**config.mk**
```make
export PLATFORM = sky130hd
export DESIGN_NAME = rmq_prep
export DESIGN_NICKNAME = d
export VERILOG_FILES = /design/src/rtl/core/rmq_pkg.sv /design/src/rtl/core/rmq_prep.sv
export SDC_FILE = /design/constraint.sdc
export NUM_CORES = 1
export LEC_CHECK = 0
export BUFFER_PORTS_ARGS = -buffer_cell sky130_fd_sc_hd__buf_2
export CAP_MARGIN = 20
export CORE_ASPECT_RATIO = 0.6
export CORE_MARGIN = 2
export CORE_UTILIZATION = 56
export CTS_BUF_LIST = sky130_fd_sc_hd__clkbuf_2 sky130_fd_sc_hd__clkbuf_4 sky130_fd_sc_hd__clkbuf_8
export DETAILED_ROUTE_END_ITERATION = 12
export PLACE_DENSITY = 0.81
export SLEW_MARGIN = 5
export SYNTH_ARGS = -nofsm -noshare
export SYNTH_HDL_FRONTEND = slang
export SYNTH_SLANG_ARGS = --single-unit
```
**constraint.sdc**
```tcl
create_clock -name clk_i -period 0.9 [get_ports clk_i]
set_clock_uncertainty 0.2 [all_clocks]
set_input_delay 0.18 -clock clk_i [delete_from_list [all_inputs] [get_ports clk_i]]
set_output_delay 0.18 -clock clk_i [all_outputs]
set_load 0.03 [all_outputs]
```
**src/rtl/core/rmq_pkg.sv**
```systemverilog
// ----------------------------------------------------------------------------
// Rotation matrix to quaternion: shared types and constants
// Widths of the fixed-point datapath and the structs that travel between the
// pipeline sections.
// ----------------------------------------------------------------------------
package rmq_pkg;

  localparam int FRAC_BITS = 16;
  localparam int DATA_W    = 18;
  localparam int SUM_W     = DATA_W + 3;
  localparam int RAD_W     = DATA_W + 2;
  localparam int SQ_IN_W   = RAD_W + FRAC_BITS + 2;
  localparam int ROOT_W    = SQ_IN_W / 2;
  localparam int SQ_REM_W  = ROOT_W + 2;
  localparam int NUM_W     = DATA_W + 1;
  localparam int DVD_W     = NUM_W + FRAC_BITS;
  localparam int LANES     = 3;
  localparam int ENTRIES   = 9;

  localparam logic [1:0] SEL_TRACE = 2'd0;
  localparam logic [1:0] SEL_X     = 2'd1;
  localparam logic [1:0] SEL_Y     = 2'd2;
  localparam logic [1:0] SEL_Z     = 2'd3;

  typedef struct packed {
    logic [1:0]       sel;
    logic             invalid;
    logic [LANES-1:0] neg;
  } meta_t;

  typedef struct packed {
    meta_t                        meta;
    logic [RAD_W-1:0]             rad;
    logic [LANES-1:0][NUM_W-1:0]  mag;
  } prep_t;

  typedef struct packed {
    meta_t                        meta;
    logic [LANES-1:0][NUM_W-1:0]  mag;
    logic [SQ_IN_W-1:0]           x;
    logic [SQ_REM_W-1:0]          rem;
    logic [ROOT_W-1:0]            root;
  } sq_t;

  typedef struct packed {
    meta_t                        meta;
    logic [ROOT_W-1:0]            s;
    logic [LANES-1:0][DVD_W-1:0]  dvd;
    logic [LANES-1:0][ROOT_W-1:0] rem;
    logic [LANES-1:0][DVD_W-1:0]  quo;
  } dv_t;

endpackage

```
**src/rtl/core/rmq_prep.sv**
```systemverilog
// ----------------------------------------------------------------------------
// Rotation matrix to quaternion: front stage
// Forms the trace, picks the branch, the radicand and the three numerators.
// ----------------------------------------------------------------------------
module rmq_prep import rmq_pkg::*; (
  input  logic                             clk_i,
  input  logic                             rst_ni,
  input  logic                             en_i,
  input  logic                             valid_i,
  input  logic [ENTRIES-1:0][DATA_W-1:0]   mat_i,
  output logic                             valid_o,
  output prep_t                            prep_o
);

  logic signed [SUM_W-1:0] a [ENTRIES];
  logic signed [SUM_W-1:0] trace, rad;
  logic signed [SUM_W-1:0] n [LANES];
  logic signed [SUM_W-1:0] d_wx, d_wy, d_wz, s_xy, s_xz, s_yz, one;
  prep_t                   prep_d, prep_q;
  logic                    valid_q;

  always_comb begin
    for (int i = 0; i < ENTRIES; i++) begin
      a[i] = SUM_W'($signed(mat_i[i]));
    end
    one   = SUM_W'(1) <<< FRAC_BITS;
    trace = a[0] + a[4] + a[8];
    d_wx  = a[7] - a[5];
    d_wy  = a[2] - a[6];
    d_wz  = a[3] - a[1];
    s_xy  = a[1] + a[3];
    s_xz  = a[2] + a[6];
    s_yz  = a[5] + a[7];
    prep_d = '0;
    if (trace > 0) begin
      prep_d.meta.sel = SEL_TRACE;
      rad  = trace + one;
      n[0] = d_wx;
      n[1] = d_wy;
      n[2] = d_wz;
    end else if (a[0] > a[4] && a[0] > a[8]) begin
      prep_d.meta.sel = SEL_X;
      rad  = one + a[0] - a[4] - a[8];
      n[0] = d_wx;
      n[1] = s_xy;
      n[2] = s_xz;
    end else if (a[4] > a[8]) begin
      prep_d.meta.sel = SEL_Y;
      rad  = one + a[4] - a[0] - a[8];
      n[0] = d_wy;
      n[1] = s_xy;
      n[2] = s_yz;
    end else begin
      prep_d.meta.sel = SEL_Z;
      rad  = one + a[8] - a[0] - a[4];
      n[0] = d_wz;
      n[1] = s_xz;
      n[2] = s_yz;
    end
    prep_d.meta.invalid = (rad <= 0);
    prep_d.rad = (rad <= 0) ? '0 : rad[RAD_W-1:0];
    for (int l = 0; l < LANES; l++) begin
      prep_d.meta.neg[l] = n[l][SUM_W-1];
      prep_d.mag[l] = n[l][SUM_W-1] ? NUM_W'(-n[l]) : NUM_W'(n[l]);
    end
  end

  always_ff @(posedge clk_i or negedge rst_ni) begin
    if (!rst_ni) begin
      valid_q <= 1'b0;
    end else if (en_i) begin
      valid_q <= valid_i;
    end
  end

  always_ff @(posedge clk_i) begin
    if (en_i) begin
      prep_q <= prep_d;
    end
  end

  assign valid_o = valid_q;
  assign prep_o  = prep_q;

endmodule

```
==> metrics, run 1 <==
run status aborted with a tool error; Exit stage global routing (5_1_grt); first error [ERROR GRT-0232] Routing congestion too high. Check the congestion heatmap in the GUI.; clock buffer depth 2; Post-synth EDFFs 83; Die H 147.5 um; H-tree depth 3; Post-Syn Area 19210 um2; area fraction of the dominant cell type after synthesis 0.2195; grt ovf 1; GRT Total Usage 0.7306; synth warn 0; sequential area share after synthesis 0.1310; Die W 243.1 um; clock sinks 84; most common flop cell mapped by yosys edfxtp_1; CTS Root Buffer Type clkbuf_8; Rows 52; Place WS -5176 ps; Synth area leader ha_1; worst_ep grt prep_o[14]$_DFFE_PP_/D; Worst EP kind register data pin; post-DP HPWL 70.04 mm; Final GP Congestion 1.121; boundary pin count 250; Placed Cells 3847; Initial Util 0.5690; Mapped Cells 2326; async set-or-reset flop fraction in the synthesized netlist 0.01190; largest net degree at the start of global routing 31; buffers added on ports 249; Post-synth top cells ha_1, inv_1, a21oi_1, nor2_1, nand2_1; top-count cell post-synth ha_1; flops & latches, synth 84; total CTS buffers 9; largest cells by area after synthesis ha_1, edfxtp_1, fa_1, xnor2_1, a21oi_1; Avg Cell Area, Syn 8.260 um2; Synth cell types 93; Mapped Nets 2914
[kinds of logic after synthesis]
family                     share of synthesized area
buffers and inverters                        0.06584
AOI/OAI and AO/OA                             0.2158
DFF                                           0.1310
and+or+nand+nor                               0.1627
muxes                                        0.03413
adders and majority gates                     0.3080
xor gates and xnor gates                     0.08245
[metrics by stage]
stage / hold slack [ps] / instance area, um2
after CTS: -211.4 / 30350
after detailed placement: -236.7 / 27720
after global placement: -244.2 / 27720
after floorplan: -315.6 / 19540
[what timing repair did]
item,CTS
hold buffers,2
gates resized for setup,427
buffers inserted,65
pin swaps,71
endpoints found under the hold margin,3
gates cloned,12
setup endpoints to repair,168
[per-layer routing]
layer	GRT overflow	global-route usage
met1	0	0.7574
met2	0	0.8751
met3	0	0.6098
met4	1	0.6003
met5	0	0.5227
==> inputs of run 2 (changes only) <==
CORE_ASPECT_RATIO = unset   (was 0.6)
CORE_UTILIZATION = 40   (was 56)
CTS_BUF_LIST = unset   (was sky130_fd_sc_hd__clkbuf_2 sky130_fd_sc_hd__clkbuf_4 sky130_fd_sc_hd__clkbuf_8)
PLACE_DENSITY = unset   (was 0.81)
PLACE_DENSITY_LB_ADDON = 0.15   (was unset)
clock period = 1.17 ns   (was 0.9 ns; I/O delays follow)
==> run 2 against run 1 <==
Net effect: area after synthesis did not move; synthesized cell count did not move; the flow now finishes, with violations (setup timing).
==> metrics, run 2 <==
DR WL met2 41.07 mm; Post-Syn Area 19210 um2 (unchanged); grt ovf 0; Initial Util 0.4041 (was 0.5690); Final Hold Vio Count 0; commonest non-fill, non-tap cell in the layout buf_4; Rows 80 (was 52); Die ar. 49800 um2; filler instances 4010; total power 45390 uW; top-count cell post-synth ha_1 (unchanged); clock sinks 84 (unchanged); flops & latches, synth 84 (unchanged); CTS tree yes; routed vias 21970; FF+latch area 2517 um2; fin util 0.6593; Mapped Cells 2326 (unchanged); Final Cycle Share 4.787; run status finished with violations (was aborted with a tool error); violated checks setup timing; most used cell, CP a21oi_2; Top Family by Delay on Critical Path compound AO/OA/AOI/OAI gates; clk slew on worst S/H paths 70 ps; sequential area share after synthesis 0.1310 (unchanged); peak supply drop 1950 uV; Mapped Nets 2914 (unchanged); WP depth 27; clock buffer depth 2 (unchanged); crit path max fanout 5; CTS Root Buffer Type clkbuf_16 (was clkbuf_8); Post-synth top cells ha_1, inv_1, a21oi_1, nor2_1, nand2_1 (unchanged); area fraction of the dominant cell type after synthesis 0.2195 (unchanged); Synth area leader ha_1 (unchanged); # diodes 0; Worst-Margin Slew 1056 ps; largest cells by area after synthesis ha_1, edfxtp_1, fa_1, xnor2_1, a21oi_1 (unchanged); Critical Path Max Stage Delay 590 ps; WS Path Type primary input to register; DRC 0; DRT iter0 DRCs 1267; Die H 223.2 um (was 147.5 um); initial antenna violation count 0; most frequent cells in the layout buf_4, ha_1, inv_1; Post-synth EDFFs 83 (unchanged); H-tree depth 3 (unchanged); Tmin final 5601 ps; hold depth 2; Max-cap violations 0; Place WS -4950 ps (was -5176 ps); Die W 223.2 um (was 243.1 um); Setup WS post-layout -4431 ps; core area 47550 um2; Hold Crit Class primary input to register; Metal-1 WL 31.84 mm; buffers added on ports 249 (unchanged); async set-or-reset flop fraction in the synthesized netlist 0.01190 (unchanged); DR WL met3 3.179 mm; fin cells 4123; share of cells above drive strength 1 0.4319; CP Capture Type register; Final GP Congestion 0.9963 (was 1.121); per-cell routed wire length 19.54 um; first-pass GRT wire length 122.1 mm; WL final 80.57 mm; Synth cell types 93 (unchanged); leak pwr 0.01526 uW; Final Max Slew Viols 0; boundary pin count 250 (unchanged); largest net degree at the start of global routing 48; Reg2Reg Depth 1; vias in the first global route 22910; layout net count 4091; post-DP HPWL 65.83 mm (was 70.04 mm); RSZ-0062 raised after global routing yes; crit path launch type primary input; WP data arrival 5520 ps; Final setup viols 167; GRT Total Usage 0.3148; synth warn 0 (unchanged); vias per cell 5.328; Placed Cells 4028 (was 3847); PwrDens 1448 nW/um2; Avg Cell Area, Syn 8.260 um2 (unchanged); CP bufs+invs 4; number of flip-flops in the largest register 83; total CTS buffers 9 (unchanged); hold slack 82.86 ps; first drt pass iteration count 6; Max Fclk 178.5 MHz; Routed Antenna Nets 0; CP required 1090 ps; area taken by multi-input logic gates 16930 um2; Max Used Layer met4; Clk Latency, worst-skew pair 370 ps; most common flop cell mapped by yosys edfxtp_1 (unchanged); Area growth syn-to-layout 63.16%; Max transition margin 0.2947; CP max stage cell fa_2
## run 2: cell counts after synthesis
Identical to the previous run, type by type.
## run 2: path summary, 6_finish.rpt
check | from | to | slack (ps)
worst max-delay path | mat_i[145] | prep_o[35] | -4430
worst max register to register | valid_o | valid_o | 170
worst min register to register | valid_o | valid_o | 390
min in group asynchronous | rst_ni | valid_o | 520
worst min-delay path | en_i | prep_o[16] | 80
max in group asynchronous | rst_ni | valid_o | 140
## run 2: layout make-up
type / instances / share of cell area
multi-input cells: 1925 / 0.5401
repair buffers: 1249 / 0.3168
flip-flops and latches: 84 / 0.08031
inverters: 234 / 0.02886
well taps: 615 / 0.02455
clock buffers: 11 / 0.007424
clock inverters: 5 / 0.001956
## run 2: what timing repair did
item / CTS / global route
cloned: 10 / 2
gates resized for setup: 375 / 129
pin swaps: 69 / 61
hold endpoints to repair: 2 / 0
buffers inserted: 45 / 29
hold buffers: 3 / 0
endpoints found under the setup margin: 167 / 167
## run 2: power breakdown
part           total [uW]  switching, uW  internal, uW
clock network        3040           1370          1670
registers            5960            975          4980
logic               36400          18500         17900
total               45400          20800         24500
## run 2: metal layers
layer / vias up / global-route usage
met5: - / 0
met4: 0 / 0.1544
met3: 198 / 0.02871
met2: 656 / 0.5845
met1: 10550 / 0.3609
li1: 10570 / -
## run 2: cell families after synthesis
logic type / Yosys count / share of synthesized area
AOI/OAI and AO/OA: 630 / 0.2158
and+or+nand+nor: 628 / 0.1627
xor gates and xnor gates: 180 / 0.08245
adders and majority gates: 422 / 0.3080
buffers and inverters: 319 / 0.06584
DFF: 84 / 0.1310
muxes: 63 / 0.03413
## run 2: per-stage QoR
step	area [um2]	setup TNS, ps
5_1_grt	31350	-369450
6_report	31350	-356070
3_3_place_gp	28140	-370070
2_1_floorplan	19540	-324640
3_5_place_dp	28140	-372010
4_1_cts	30550	-353660
Power figures use the tool's default switching activity.
==> inputs of run 3 (changes only) <==
CORE_ASPECT_RATIO = 1.4   (was unset)
clock period = 6.26 ns   (was 1.17 ns; I/O delays follow)
==> run 3 against run 2 <==
Net effect: die area hardly changed; combinational power is 85% lower; sequential share of layout area is 1.9 points higher; utilization is 13 points lower; worst hold slack better by 220 ps; the run still ends with setup timing left; global-route usage is 2.7 points lower; sequential power is 83% lower; register-to-register slack better by 5200 ps.
==> metrics, run 3 (same netlist as run 2, synthesis figures left out) <==
DRT iter0 DRCs 962 (was 1267); Placed Cells 3475 (was 4028); crit path launch type primary input (unchanged); Die W 189.2 um (was 223.2 um); setup_tns -4494 ps (was -356070 ps); run status finished with violations (unchanged); WL final 73.85 mm (was 80.57 mm); peak supply drop 237.1 uV (was 1950 uV); Die ar. 49820 um2 (was 49800 um2); initial antenna violation count 0 (unchanged); Worst-Margin Slew 860.0 ps (was 1056 ps); CP Capture Type register (unchanged); share of cells above drive strength 1 0.2856 (was 0.4319); largest net degree at the start of global routing 55 (was 48); Final Hold Vio Count 0 (unchanged); Die H 263.3 um (was 223.2 um); leak pwr 0.01190 uW (was 0.01526 uW); Final GP Congestion 0.9544 (was 0.9963); routed vias 19220 (was 21970); filler instances 4629 (was 4010); Routed Antenna Nets 0 (unchanged); total CTS buffers 9 (unchanged); clock power share 0.088 (was 0.067); sw frac 0.4931 (was 0.4592); RSZ-0062 raised after global routing yes (unchanged); violated checks setup timing (unchanged); Internal 3576 uW (was 24550 uW); Comb pwr share 0.767 (was 0.802); Max-cap violations 0 (unchanged); CTS Hold Buffers Added 0 (was 3); hold depth 1 (was 2); number of flip-flops in the largest register 83 (unchanged); clock sinks 84 (unchanged); buffers added on ports 249 (unchanged); grt ovf 0 (unchanged); post-DP HPWL 62.29 mm (was 65.83 mm); PwrDens 277.5 nW/um2 (was 1448 nW/um2); Hold Crit Class register to register (was primary input to register); fin cells 3529 (was 4123); Initial Util 0.4021 (was 0.4041); # diodes 0 (unchanged); first drt pass iteration count 5 (was 6); first-pass GRT wire length 109.2 mm (was 122.1 mm); Max Fclk 152.9 MHz; crit path max fanout 7 (was 5); Final Max Slew Viols 0 (unchanged); Final setup viols 40 (was 167); WP data arrival 6470 ps (was 5520 ps); switching pwr 3478 uW (was 20840 uW); Tmin final 6542 ps; Rows 95 (was 80); H-tree depth 3 (unchanged); hold slack 305.4 ps (was 82.86 ps); CTS tree yes (unchanged); layout net count 3482 (was 4091); WS Path Type primary input to register (unchanged); vias in the first global route 19830 (was 22910); Setup WS post-layout -281.6 ps (was -4431 ps); Reg power frac 0.145 (was 0.131); Area growth syn-to-layout 32.30% (was 63.16%); per-cell routed wire length 20.93 um (was 19.54 um); Clk Latency, worst-skew pair 380 ps (was 370 ps); core area 47780 um2 (was 47550 um2); commonest non-fill, non-tap cell in the layout buf_4 (unchanged); CTS Root Buffer Type clkbuf_16 (unchanged); vias per cell 5.446 (was 5.328); Final Cycle Share 1.045; GRT Total Usage 0.2874 (was 0.3148); CP required 6190 ps (was 1090 ps); most frequent cells in the layout buf_4, ha_1, buf_2 (was buf_4, ha_1, inv_1); DRC 0 (unchanged); boundary pin count 250 (unchanged); clock buffer depth 2 (unchanged); Max transition margin 0.4226 (was 0.2947); clk slew on worst S/H paths 80 ps (was 70 ps); Place WS -788.7 ps (was -4950 ps); Reg2Reg Depth 1 (unchanged)
## run 3: cell types whose count changed in the layout (fill, tap and decap cells not counted), sizes merged
cell,previous run,this run
and2,17,16
dlygate4sd3,3,0
inv,233,235
mux2,18,17
bufbuf,2,1
buf,1241,636
## run 3: repair_timing
item / 4_1_cts / 5_1_grt
cloned: 1 / 5
buffers inserted: 13 / 19
pin swaps: 17 / 40
resized for setup: 54 / 140
endpoints found under the setup margin: 42 / 60
## run 3: worst paths after layout
check	startpoint	endpoint	slack, ps
worst max register to register	valid_o	valid_o	5330
max in group asynchronous	rst_ni	valid_o	5350
min in group asynchronous	rst_ni	valid_o	430
worst min register to register	valid_o	valid_o	310
worst max-delay path	mat_i[8]	prep_o[53]	-280
worst min-delay path	valid_o	valid_o	310
## run 3: cell type report
class,count,area (um2),share of cell area
repair buffers,642,4587,0.1805
multi-input cells,1923,16310,0.6418
well taps,630,788.3,0.03101
clock inverters,7,92.59,0.003643
inverters,234,893.4,0.03515
clock buffers,9,225.2,0.008860
flip-flops and latches,84,2517,0.09904
## run 3: metrics by stage
step / area [um2] / utilization / total power, uW
after floorplan: 19430 / - / 3898
after global placement: 23810 / 0.4982 / 5863
after detailed placement: 23810 / 0.4982 / 5881
after CTS: 24490 / 0.5126 / 6668
after global routing: 25420 / 0.5319 / 7469
final: 25420 / 0.5319 / 7055
## run 3: power by group through the flow
| stage | Clock, uW | Sequential [uW] | Combinational (uW) |
|---|---|---|---|
| floorplan | 0 | 1400 | 2500 |
| global placement | 0 | 1040 | 4830 |
| detailed placement | 0 | 1030 | 4850 |
| CTS | 636 | 1020 | 5010 |
| global route | 650 | 1030 | 5790 |
| finish | 623 | 1020 | 5410 |
## run 3: worst max-delay path: stages
cell and delay, ps:
buf_2 100, inv_2 50, fa_1 570, inv_2 60, ha_4 220, and3b_2 240
o21ai_2 170, a21oi_2 90, a211o_1 270, a21o_1 190, a21oi_2 180, xnor2_2 100
inv_1 70, ha_2 160, nand3b_1 70, a211o_1 240, or4b_4 520, buf_6 140
o31a_4 420, buf_6 160, clkbuf_16 140, or3_4 390, a22oi_2 250, and2_4 190
a21oi_1 80, xnor2_1 150
## run 3: layer usage
| layer | GRT usage | wire, um | share of wire | vias up |
|---|---|---|---|---|
| li1 | - | - | - | 9337 |
| met1 | 0.2988 | 27050 | 0.37 | 9103 |
| met2 | 0.5479 | 39060 | 0.53 | 591 |
| met3 | 0.02266 | 2484 | 0.034 | 187 |
| met4 | 0.1846 | 5254 | 0.071 | 0 |
| met5 | 0 | 0 | 0 | - |
